$ cat config.mk
export PLATFORM = sky130hd
export DESIGN_NAME = hp_query
export DESIGN_NICKNAME = d
export VERILOG_FILES = /design/src/hw/rtl/hp_pkg.sv /design/src/hw/rtl/hp_query.sv
export SDC_FILE = /design/constraint.sdc
export NUM_CORES = 1
export LEC_CHECK = 0
export BUFFER_PORTS_ARGS = -buffer_cell sky130_fd_sc_hd__buf_4
export CORE_MARGIN = 10
export CORE_UTILIZATION = 58
export CTS_CLUSTER_SIZE = 10
export DETAILED_ROUTE_END_ITERATION = 8
export MAX_ROUTING_LAYER = met4
export PLACE_DENSITY = 0.82
export RECOVER_POWER = 50
export SYNTH_ARGS = -nofsm -noshare
export SYNTH_HDL_FRONTEND = slang
export SYNTH_SLANG_ARGS = --single-unit
$ cat constraint.sdc
create_clock -name clk_i -period 4.29 [get_ports clk_i]
set_clock_uncertainty 0.15 [all_clocks]
set_input_delay 0.2145 -clock clk_i [delete_from_list [all_inputs] [get_ports clk_i]]
set_output_delay 0.2145 -clock clk_i [all_outputs]
set_load 0.01 [all_outputs]
$ cat src/hw/rtl/hp_pkg.sv
// shared constants, types and helpers for the histogram percentile block
`default_nettype none

package hp_pkg;

  localparam int unsigned BIN_COUNT  = 256;
  localparam int unsigned BIN_W      = $clog2(BIN_COUNT);
  localparam int unsigned COUNT_BITS = 24;
  localparam int unsigned FRAC_W     = 17;
  localparam int unsigned FRAC_SHIFT = 16;
  localparam int unsigned PROD_W     = FRAC_W + COUNT_BITS;
  localparam int unsigned TOTAL_W    = 24;

  typedef logic [BIN_W-1:0]      bin_t;
  typedef logic [COUNT_BITS-1:0] count_t;
  typedef logic [FRAC_W-1:0]     frac_t;
  typedef logic [PROD_W-1:0]     prod_t;
  typedef logic [TOTAL_W-1:0]    total_t;

  localparam bin_t   BIN_MAX   = BIN_W'(BIN_COUNT - 1);
  localparam frac_t  Q_ONE     = FRAC_W'(65536);
  localparam total_t TOTAL_MAX = '1;

  typedef enum logic [1:0] {
    OP_CLEAR = 2'd0,
    OP_PIXEL = 2'd1,
    OP_QUERY = 2'd2
  } hp_op_e;

  // one access slot of the bin memory
  typedef struct packed {
    logic   rd_en;
    bin_t   rd_addr;
    logic   wr_en;
    bin_t   wr_addr;
    count_t wr_data;
    logic   clear;
  } hp_mem_req_t;

  // read request from the query walker
  typedef struct packed {
    logic rd_en;
    bin_t rd_addr;
  } hp_walk_rd_t;

  function automatic count_t sat_inc(input count_t v);
    count_t r;
    r = (&v) ? v : v + count_t'(1);
    return r;
  endfunction

  function automatic total_t total_out(input count_t t);
    logic [31:0] w;
    total_t      r;
    w = 32'(t);
    r = (w > 32'(TOTAL_MAX)) ? TOTAL_MAX : w[TOTAL_W-1:0];
    return r;
  endfunction

endpackage

`default_nettype wire

$ cat src/hw/rtl/hp_query.sv
// percentile query sequencer: target product, bin walk and result register
`default_nettype none

module hp_query (
  input  wire                 clk_i,
  input  wire                 rst_ni,
  input  wire                 start_i,
  input  hp_pkg::frac_t       frac_i,
  input  hp_pkg::count_t      total_i,
  input  hp_pkg::count_t      rd_count_i,
  output hp_pkg::hp_walk_rd_t walk_rd_o,
  output logic                busy_o,
  output logic                out_valid_o,
  input  wire                 out_stall_i,
  output hp_pkg::bin_t        bin_index_o,
  output hp_pkg::total_t      pixel_total_o
);
  import hp_pkg::*;

  typedef enum logic [3:0] {
    S_IDLE  = 4'b0001,
    S_START = 4'b0010,
    S_WALK  = 4'b0100,
    S_OUT   = 4'b1000
  } state_e;

  state_e state_q, state_d;
  prod_t  prod_q;
  count_t rem_q, rem_d;
  bin_t   idx_q, idx_d;
  bin_t   res_q, res_d;
  total_t tot_q;
  logic   out_valid_q, out_valid_d;
  bin_t   out_bin_q;
  total_t out_tot_q;
  count_t target;
  logic   load_out;

  assign target = prod_q[FRAC_SHIFT +: COUNT_BITS];

  always_comb begin
    state_d     = state_q;
    rem_d       = rem_q;
    idx_d       = idx_q;
    res_d       = res_q;
    walk_rd_o   = '0;
    load_out    = 1'b0;
    out_valid_d = out_valid_q && out_stall_i;
    unique case (state_q)
      S_IDLE: begin
        if (start_i) begin
          state_d = S_START;
        end
      end
      S_START: begin
        if (target == '0) begin
          res_d   = BIN_MAX;
          state_d = S_OUT;
        end else begin
          walk_rd_o.rd_en   = 1'b1;
          walk_rd_o.rd_addr = '0;
          idx_d             = '0;
          rem_d             = target;
          state_d           = S_WALK;
        end
      end
      S_WALK: begin
        if (rd_count_i >= rem_q) begin
          // nearer the end of the previous bin when 2*rem < count
          if (idx_q != '0 && {rem_q, 1'b0} < {1'b0, rd_count_i}) begin
            res_d = idx_q - bin_t'(1);
          end else begin
            res_d = idx_q;
          end
          state_d = S_OUT;
        end else if (idx_q == BIN_MAX) begin
          res_d   = BIN_MAX;
          state_d = S_OUT;
        end else begin
          walk_rd_o.rd_en   = 1'b1;
          walk_rd_o.rd_addr = idx_q + bin_t'(1);
          idx_d             = idx_q + bin_t'(1);
          rem_d             = rem_q - rd_count_i;
        end
      end
      S_OUT: begin
        if (!out_valid_q || !out_stall_i) begin
          load_out    = 1'b1;
          out_valid_d = 1'b1;
          state_d     = S_IDLE;
        end
      end
      default: begin
        state_d = S_IDLE;
      end
    endcase
  end

  always_ff @(posedge clk_i or negedge rst_ni) begin
    if (!rst_ni) begin
      state_q     <= S_IDLE;
      out_valid_q <= 1'b0;
    end else begin
      state_q     <= state_d;
      out_valid_q <= out_valid_d;
    end
  end

  always_ff @(posedge clk_i) begin
    if (start_i && state_q == S_IDLE) begin
      prod_q <= PROD_W'(frac_i) * PROD_W'(total_i);
      tot_q  <= total_out(total_i);
    end
    rem_q <= rem_d;
    idx_q <= idx_d;
    res_q <= res_d;
    if (load_out) begin
      out_bin_q <= res_q;
      out_tot_q <= tot_q;
    end
  end

  assign busy_o        = (state_q != S_IDLE);
  assign out_valid_o   = out_valid_q;
  assign bin_index_o   = out_bin_q;
  assign pixel_total_o = out_tot_q;

endmodule

`default_nettype wire
==> reports/results.tsv, run 1 <==
stage	metric	value	unit
logic_synthesis	yosysTopAreaCellShare	34.82	%
min_path	hp-class	input port to flip-flop	
logic_synthesis	syn_inst	1959	
logic_synthesis	ys_warn_count	0	
detailed_routing	dr.first_iter.drc_count	1492	
timing	fmax	172.1	MHz
timing	setup_viol	24	
detailed_routing	dr.pass1.iters	5	
logic_synthesis	syn-num-nets	2514	
detailed_routing	wirelength	57070	um
global_routing	busiest_layer	met2	
floorplan	die_w	200.0	um
logic_synthesis	ys_seq_area_share	19.84	%
global_routing	grtUsageMet2	47.18	%
critical_path	arrival	5.82	ns
detailed_routing	wire_per_inst	21.25	um
run_status	status	finished, violations left	
critical_path	r2r_slack	0.92	ns
global_routing	grt_pass1_wl	87080	um
critical_path	critPathTopFamily	adder cells	
critical_path	critPathSlowestCell	fa_1	
floorplan	die_area	40020	um2
global_routing	grt_use_total	28.59	%
critical_path	cp_common_cell	fa_1	
floorplan	core	31800	um2
critical_path	cp-start-kind	input port	
critical_path	crit_chain	buf_8, buf_8, buf_12, buf_4, nand2_2, fa_1, inv_2, fa_1, fa_1, fa_1, fa_1, fa_1, ha_4, a21oi_2, o21a_4, nor3b_4, a31oi_4, a31oi_1, o31a_1, a31oi_4, buf_4, xor2_1	
placement	globalplace.congestion	0.9227	
global_routing	grt_overflow	0	
cts	cts_buffer_depth	2	
detailed_routing	via_per_inst	5.816	
run_status	violations	negative setup slack	
logic_synthesis	ys_seq_elements	125	
logic_synthesis	synth_edf_count	120	
timing	hold_violations	0	
cts	htreeDepth	4	
cts	cts.sinks	125	
logic_synthesis	netlist_area	18800	um2
cts	clkLatencyLatePin	0.41	ns
logic_synthesis	synth_ff_type	edfxtp_1	
logic_synthesis	synth_cell_types	65	
logic_synthesis	synth_top_area_cell	fa_1	
cts	clockRootBuffer	clkbuf_16	
global_routing	grt_util_met1	33.61	%
layout	fin_nets	2792	
timing	maxSlewViolCount	0	
cts	clk_pin_slew	0.07	ns
logic_synthesis	syn_area_per_cell	9.597	um2
timing	rsz0062_at_grt	true	
floorplan	initial_utilization	59.12	%
critical_path	path_class	input port to flip-flop	
timing	fin_ws	-1.522	ns
layout	drive_above_1_share	21.38	%
layout	layout_common_cells	394 x inv_1, 317 x fa_1, 286 x nand2_1	
flow_run	max_cap_viol_count	0	
floorplan	fp.dieH	200.0	um
timing	tightest_slew	1.071	ns
detailed_routing	vias	15620	
timing	slew_headroom	28.58	%
cts	cts_tree	done	
logic_synthesis	ys_top_cells_by_area	fa_1 35%, edfxtp_1 19%, ha_1 11%	
global_routing	grt_max_degree	49	
cts	cts-buffers-inserted	17	
layout	area_delta_synth_final	24.41	%
critical_path	cp_data_required_time	4.30	ns
timing	finalCriticalPeriod	5.812	ns
timing	fin_hold_ws	0.04305	ns
global_routing	grt_use_met3	5.928	%
critical_path	rr_startpoint	rem_q[11]$_DFFE_PP_	
critical_path	cpPeakStageDelay	0.65	ns
layout	final_core_util	73.56	%
detailed_routing	ant_nets	0	
global_routing	grt_pass1_vias	16810	
floorplan	ios	112	
placement	portBuffers	111	
placement	hpwl	40000	um
floorplan	rows	65	
critical_path	crit_buf_inv	6	
logic_synthesis	async_flop_share	4.000	%
critical_path	crit_fanout	6	
global_routing	antenna_found_initial	1	
critical_path	startpoint	total_i[7]	
critical_path	endpoint_kind	flip-flop	
detailed_routing	drc	0	
timing	fin_crit_sh	135.5	%
layout	final_common_cell	inv_1	
min_path	min_from	total_i[0]	
worst paths after layout:
check	to	cells after the start
worst max-delay path	prod_q[36]$_DFFE_PP_	22
worst min-delay path	tot_q[0]$_DFFE_PP_	2
worst max register to register	res_q[7]$_SDFFCE_PN1P_	11
worst min register to register	bin_index_o[1]$_DFFE_PP_	0
max in group asynchronous	state_q[0]$_DFFE_PN1P_	2
min in group asynchronous	state_q[3]$_DFFE_PN0P_	2
cell families after synthesis:
logic type / share of synthesized area (%)
buffers and inverters: 9.730
xor gates and xnor gates: 2.516
adders and majority gates: 45.40
AOI/OAI and AO/OA: 7.101
muxes: 0.2263
DFF: 19.84
and+or+nand+nor: 15.19
per-layer routing:
layer / share of wire, % / up-vias
met3: 9.5 / 294
met2: 48 / 1021
li1: - / 6664
met1: 36 / 7642
met5: 0 / -
met4: 5.8 / 0
per-stage QoR:
step           TNS (ns)  instances  setup WS (ns)  cell area (um2)
2_1_floorplan    -24.86       1959         -1.375            19000
3_3_place_gp     -33.86       2598         -1.654            21420
3_5_place_dp     -36.87       2598         -1.800            21420
4_1_cts          -23.21       2676         -1.171            23140
5_1_grt          -32.98       2686         -1.555            23390
6_report         -31.18       2686         -1.522            23390
repair_timing:
item / in CTS / in global routing
hold buffers: 11 / 0
cloned: 5 / 1
setup endpoints to repair: 24 / 24
resized for setup: 152 / 41
endpoints found under the hold margin: 16 / 0
pin swaps: 75 / 23
setup buffers: 30 / 9
state kept, by name, summed over array words and instances (netlist names):
register and flops:
idx_q 8, prod_q 24, pixel_total_o 24, res_q 8, out_valid_o 1, bin_index_o 8, state_q 4, rem_q 24
tot_q 24
worst reg2reg max path: stages, from the launching register on:
cell      delay, ns
edfxtp_1       0.41
ha_1           0.39
a21oi_2        0.23
o21a_1         0.17
o21ai_1        0.06
a221o_1        0.36
o21ba_2        0.23
o22ai_2        0.24
a31o_2         0.29
a22oi_1        0.16
nor3_1         0.17
buf_4          0.20
Yosys cell counts, drive strengths merged, types with 22 or more instances:
| master | n |
|---|---|
| inv | 407 |
| fa | 327 |
| nand2 | 309 |
| ha | 159 |
| and2 | 153 |
| edfxtp | 120 |
| clkbuf | 72 |
| a21oi | 63 |
| o21ai | 46 |
| nor2 | 40 |
| xnor2 | 31 |
| a21o | 27 |
| xor2 | 23 |
| nand3 | 22 |
cell type report:
| cell class | count | area (um2) |
|---|---|---|
| inverters | 407 | 1528 |
| well taps | 435 | 544.3 |
| multi-input cells | 1348 | 13890 |
| fillers | 1904 | 8409 |
| diodes | 1 | 2.502 |
| repair buffers | 338 | 3127 |
| clock inverters | 15 | 147.6 |
| clock buffers | 17 | 425.4 |
| flip-flops and latches | 125 | 3730 |
Power of run 1 is left out: the tool's default activity adds up to more than one toggle a clock period on the data nets, which glitch-free logic cannot reach.
==> run 2, diff against run 1 <==
--- a/config.mk
+++ b/config.mk
@@ -10,6 +10,7 @@
 export CORE_UTILIZATION = 58
 export CTS_CLUSTER_SIZE = 10
 export DETAILED_ROUTE_END_ITERATION = 8
+export GPL_ROUTABILITY_DRIVEN = 0
 export MAX_ROUTING_LAYER = met4
 export PLACE_DENSITY = 0.82
 export RECOVER_POWER = 50
==> constraint.sdc (replaced) <==
create_clock -name clk_i -period 5 [get_ports clk_i]
set_clock_uncertainty 0.15 [all_clocks]
set_input_delay 0.25 -clock clk_i [delete_from_list [all_inputs] [get_ports clk_i]]
set_output_delay 0.25 -clock clk_i [all_outputs]
set_load 0.01 [all_outputs]
==> run 2 against run 1 <==
The flow finishes with violations (design-rule violations, negative setup slack). Worst hold slack lost 0.017 ns. Worst setup slack gained 0.45 ns. Sequential share of layout area grew 0.069 points. Critical path depth shrank 2. Utilization shrank 0.32 points. Via count grew 4.0%. Highest routed layer unchanged.
==> reports/results.tsv, run 2 (same netlist as run 1, synthesis figures left out) <==
stage	metric	value	unit	change
timing	tightest_slew	1.230	ns	+0.1583 ns
cts	clk_pin_slew	0.06	ns	about the same
floorplan	die_w	200.0	um	unchanged
timing	maxSlewViolCount	0		unchanged
detailed_routing	wirelength	60320	um	+5.7%
floorplan	rows	65		unchanged
flow_run	max_cap_viol_count	0		unchanged
cts	cts_tree	done		
detailed_routing	vias	16250		+4.0%
run_status	violations	design-rule violations, negative setup slack		
timing	hold_violations	0		unchanged
cts	htreeDepth	4		unchanged
floorplan	fp.dieH	200.0	um	unchanged
layout	multi_input_area	13870	um2	about the same
cts	clockRootBuffer	clkbuf_16		
layout	layout_common_cells	392 x inv_1, 315 x fa_1, 290 x nand2_1		
layout	final_core_util	73.24	%	-0.32 points
floorplan	initial_utilization	59.12	%	unchanged
cts	cts-buffers-inserted	17		unchanged
timing	slew_headroom	17.48	%	-11 points
critical_path	path_class	input port to flip-flop		
detailed_routing	via_per_inst	6.065		+4.3%
layout	area_delta_synth_final	23.87	%	
cts	cts.sinks	125		unchanged
detailed_routing	ant_nets	0		unchanged
timing	fmax	164.8	MHz	
layout	final_cell_count_no_fill	2679		-0.26%
timing	rsz0062_at_grt	true		
detailed_routing	dr.pass1.iters	9		+4
layout	seqCellArea	3730	um2	unchanged
layout	fin_nets	2787		-0.18%
placement	hpwl	39980	um	about the same
cts	cts_buffer_depth	2		unchanged
critical_path	crit_fanout	12		+6
placement	portBuffers	111		unchanged
global_routing	grt_pass1_wl	86610	um	-0.55%
layout	diodes	0		-1
critical_path	cp-start-kind	input port		
detailed_routing	dr.first_iter.drc_count	2287		+53%
critical_path	arrival	6.18	ns	+0.36 ns
global_routing	grt_use_total	28.43	%	-0.16 points
run_status	status	finished, violations left		
layout	final_common_cell	inv_1		
timing	finalCriticalPeriod	6.068	ns	
layout	drive_above_1_share	21.75	%	+0.37 points
critical_path	endpoint_kind	flip-flop		
layout	num-fill-cells	1784		-6.3%
timing	setup_viol	24		unchanged
floorplan	ios	112		unchanged
critical_path	cp_data_required_time	5.11	ns	+0.81 ns
timing	fin_crit_sh	121.4	%	
global_routing	grt_overflow	0		unchanged
placement	placed_cells	2591		-0.27%
cts	clkLatencyLatePin	0.42	ns	about the same
global_routing	antenna_found_initial	0		-1
placement	dp_slack	-1.148	ns	+0.6519 ns
floorplan	die_area	40020	um2	unchanged
global_routing	grt_max_degree	68		+39%
timing	fin_ws	-1.068	ns	+0.4538 ns
global_routing	grt_pass1_vias	16850		+0.29%
detailed_routing	wire_per_inst	22.51	um	+6.0%
min_path	hp-class	input port to flip-flop		
floorplan	core	31800	um2	unchanged
detailed_routing	drc	3		+3
-- run 2: critical path, cell delays in order --
cell and delay, ns:
buf_4 0.14, buf_6 0.20, nand2_1 0.21, fa_1 0.61
inv_1 0.06, fa_1 0.51, fa_1 0.57, fa_1 0.43
fa_1 0.52, fa_1 0.45, ha_4 0.32, nand2_2 0.11
nor2_4 0.22, o2111ai_4 0.28, a31oi_4 0.31, a31oi_2 0.14
o31a_1 0.32, a31oi_4 0.18, buf_4 0.15, xor2_2 0.17
-- run 2: per-layer routing --
| metal | vias to the layer above | GRT usage, % | share of wire (%) |
|---|---|---|---|
| met3 | 399 | 5.174 | 11 |
| li1 | 6643 | - | - |
| met1 | 7813 | 33.23 | 34 |
| met4 | 0 | 13.43 | 7.0 |
| met5 | - | - | 0 |
| met2 | 1393 | 46.98 | 48 |
-- run 2: layout make-up --
type,count,area share (%)
inverters,407,6.560
repair buffers,333,12.80
flip-flops and latches,125,16.02
multi-input cells,1348,59.58
clock inverters,14,0.8865
clock buffers,17,1.827
well taps,435,2.337
-- run 2: what timing repair did --
action	4_1_cts	5_1_grt
cloned	2	0
pin swaps	35	40
endpoints found under the hold margin	12	0
resized for setup	107	86
buffers inserted	35	16
hold buffers	8	0
endpoints found under the setup margin	24	24
-- run 2: final timing paths --
path                                             start                       end  slack (ns)  cells after the start
worst max register to register      rem_q[0]$_DFFE_PP_       rem_q[12]$_DFFE_PP_        1.27                     12
worst max-delay path                        total_i[8]      prod_q[36]$_DFFE_PP_       -1.07                     20
worst min-delay path                        total_i[9]        tot_q[9]$_DFFE_PP_        0.03                      2
min in group asynchronous                       rst_ni     out_valid_o$_DFF_PN0_        0.07                      2
worst min register to register  res_q[6]$_SDFFCE_PN1P_  bin_index_o[6]$_DFFE_PP_        0.27                      0
max in group asynchronous                       rst_ni    state_q[0]$_DFFE_PN1P_        4.36                      2
-- run 2: through the flow --
stage               area (um2)  hold slack, ns  TNS [ns]
finish                   23290         0.02559    -19.45
global route             23290         0.01764    -20.16
CTS                      22810        0.009172    -7.187
detailed placement       21350        -0.09313    -20.62
global placement         21350        -0.09484    -17.16
floorplan                19000         -0.1956    -8.751
Power of run 2 is left out for the same reason.
==> run 3, diff against run 2 <==
--- a/config.mk
+++ b/config.mk
@@ -6,14 +6,17 @@
 export NUM_CORES = 1
 export LEC_CHECK = 0
 export BUFFER_PORTS_ARGS = -buffer_cell sky130_fd_sc_hd__buf_4
+export CELL_PAD_IN_SITES_DETAIL_PLACEMENT = 1
+export CELL_PAD_IN_SITES_GLOBAL_PLACEMENT = 1
 export CORE_MARGIN = 10
-export CORE_UTILIZATION = 58
+export CORE_UTILIZATION = 50
 export CTS_CLUSTER_SIZE = 10
 export DETAILED_ROUTE_END_ITERATION = 8
 export GPL_ROUTABILITY_DRIVEN = 0
 export MAX_ROUTING_LAYER = met4
-export PLACE_DENSITY = 0.82
+export PLACE_DENSITY = 0.85
 export RECOVER_POWER = 50
+export SETUP_SLACK_MARGIN = 0.1
 export SYNTH_ARGS = -nofsm -noshare
 export SYNTH_HDL_FRONTEND = slang
 export SYNTH_SLANG_ARGS = --single-unit
==> constraint.sdc (replaced) <==
create_clock -name clk_i -period 5.9 [get_ports clk_i]
set_clock_uncertainty 0.15 [all_clocks]
set_input_delay 0.295 -clock clk_i [delete_from_list [all_inputs] [get_ports clk_i]]
set_output_delay 0.295 -clock clk_i [all_outputs]
set_load 0.01 [all_outputs]
==> run 3 against run 2 <==
The flow finishes with violations (max-capacitance violations, max-slew violations, negative setup slack). Flip-flop and latch count did not move. Non-clock buffer count fell by 73. Critical path depth rose by 3. Utilization down 12 points. Worst hold slack better by 0.032 ns. First-iteration DRC count fell by 5.5%. Final cell count about the same. Die area rose by 14%. Sequential share of layout area increased by 0.61 points. Via count is 3.4% higher.
==> reports/results.tsv, run 3 (same netlist as run 1, synthesis figures left out) <==
stage	metric	value	unit	change
run_status	status	finished, violations left		
layout	fin_nets	2714		-2.6%
critical_path	rr_startpoint	rem_q[0]$_DFFE_PP_		
cts	cts_tree	done		
layout	final_common_cell	inv_1		
detailed_routing	dr.pass1.iters	6		-3
placement	hpwl	51440	um	+29%
cts	cts_buffer_depth	2		unchanged
global_routing	busiest_layer	met2		
global_routing	grtUsageMet2	52.89	%	+5.9 points
layout	multi_input_area	13770	um2	-0.76%
critical_path	setup.worst_path.end	prod_q[37]$_DFFE_PP_		
placement	dp_slack	-0.5504	ns	+0.5978 ns
layout	num-fill-cells	4003		+120%
timing	slew_headroom	-7.660	%	-25 points
placement	portBuffers	111		unchanged
timing	setup_viol	14		-42%
layout	area_delta_synth_final	19.34	%	
detailed_routing	via_per_inst	6.278		+3.5%
critical_path	rr_endpoint	res_q[5]$_SDFFCE_PN1P_		
critical_path	path_class	input port to flip-flop		
timing	fin_hold_ws	0.05753	ns	+0.03194 ns
global_routing	grt_overflow	0		unchanged
detailed_routing	wire_per_inst	29.76	um	+32%
critical_path	crit_fanout	4		-8
timing	tightest_slew	1.603	ns	+0.3730 ns
global_routing	antenna_found_initial	1		+1
timing	fin_ws	-0.3916	ns	+0.6761 ns
detailed_routing	ant_nets	0		unchanged
cts	clkLatencyLatePin	0.44	ns	+0.02 ns
detailed_routing	drc	0		-3
floorplan	die_w	213.9	um	+6.9%
timing	fin_crit_sh	106.6	%	
detailed_routing	vias	16810		+3.4%
cts	clockRootBuffer	clkbuf_16		
critical_path	endpoint_kind	flip-flop		
cts	cts-buffers-inserted	17		unchanged
floorplan	die_area	45760	um2	+14%
detailed_routing	dr.first_iter.drc_count	2161		-5.5%
global_routing	grt_pass1_vias	18490		+9.7%
detailed_routing	wirelength	79670	um	+32%
critical_path	cp-start-kind	input port		
floorplan	initial_utilization	50.99	%	-8.1 points
timing	rsz0062_at_grt	true		
layout	seqCellArea	3730	um2	unchanged
global_routing	grt_max_degree	68		unchanged
critical_path	worstRegToRegCells	12		unchanged
cts	clk_pin_slew	0.07	ns	about the same
floorplan	ios	112		unchanged
cts	htreeDepth	4		unchanged
cts	cts.sinks	125		unchanged
timing	fmax	158.9	MHz	
timing	tns	-2.491	ns	+16.96 ns
timing	finalCriticalPeriod	6.292	ns	
critical_path	cp_data_required_time	5.92	ns	+0.81 ns
run_status	violations	max-capacitance violations, max-slew violations, negative setup slack		
layout	layout_common_cells	393 x inv_1, 318 x fa_1, 293 x nand2_1		
global_routing	grt_use_met3	5.678	%	+0.50 points
global_routing	grt_util_met1	34.71	%	+1.5 points
floorplan	rows	70		+7.7%
floorplan	fp.dieH	213.9	um	+6.9%
critical_path	r2r_slack	1.20	ns	-0.07 ns
critical_path	startpoint	total_i[6]		
timing	maxSlewViolCount	9		+9
timing	hold_violations	0		unchanged
global_routing	grt_use_total	31.34	%	+2.9 points
critical_path	arrival	6.31	ns	+0.13 ns
layout	drive_above_1_share	17.96	%	-3.8 points
min_path	hp-class	input port to flip-flop		
flow_run	max_cap_viol_count	1		+1
floorplan	core	36870	um2	+16%
global_routing	grt_pass1_wl	108800	um	+26%
[run 3: final cells by class]
type / instances / area share, %
Multi-Input combinational cell: 1348 / 61.37
Clock inverter: 14 / 0.4963
Sequential cell: 125 / 16.62
Inverter: 407 / 6.809
Tap cell: 504 / 2.811
Antenna cell: 1 / 0.01115
Timing Repair Buffer: 260 / 9.965
Clock buffer: 18 / 1.913
[run 3: worst min path at each step]
stage	to	cells after the start	slack [ns]	startpoint
final	tot_q[0]$_DFFE_PP_	1	0.06	total_i[0]
after global routing	tot_q[0]$_DFFE_PP_	1	0.04	total_i[0]
after CTS	tot_q[0]$_DFFE_PP_	1	0.01	total_i[0]
after detailed placement	out_valid_o$_DFF_PN0_	1	-0.04	rst_ni
after global placement	out_valid_o$_DFF_PN0_	1	-0.05	rst_ni
after floorplan	out_valid_o$_DFF_PN0_	0	-0.15	rst_ni
[run 3: routing by layer]
layer	up-vias	part of all wire, %
li1	6492	-
met1	8433	35
met2	1361	48
met3	521	9.5
met4	0	7.8
met5	-	0
[run 3: what timing repair did]
item	CTS	global route
pin swaps	11	61
endpoints found under the setup margin	9	16
gates cloned	0	0
hold buffers	3	0
setup buffers	8	20
endpoints found under the hold margin	7	0
gates resized for setup	35	117
[run 3: critical path, cell delays in order]
cell,delay [ns]
buf_4,0.11
clkbuf_1,0.19
nand2_1,0.16
fa_1,0.58
inv_1,0.08
fa_1,0.51
ha_1,0.46
fa_1,0.62
fa_1,0.58
inv_2,0.05
fa_1,0.54
inv_2,0.08
ha_4,0.31
nand2_4,0.06
nor2_4,0.16
buf_4,0.16
nand2_4,0.08
a31oi_4,0.25
a31oi_1,0.14
o31a_1,0.36
a31oi_4,0.21
a21oi_2,0.12
xnor2_2,0.19
[run 3: per-stage QoR]
step           util [%]  area (um2)  cells
6_report          60.85       22440   2677
3_3_place_gp      57.06       21040   2615
2_1_floorplan         -       18920   1959
4_1_cts           59.29       21860   2658
3_5_place_dp      57.06       21040   2615
5_1_grt           60.84       22430   2676
Power of run 3 is left out for the same reason.
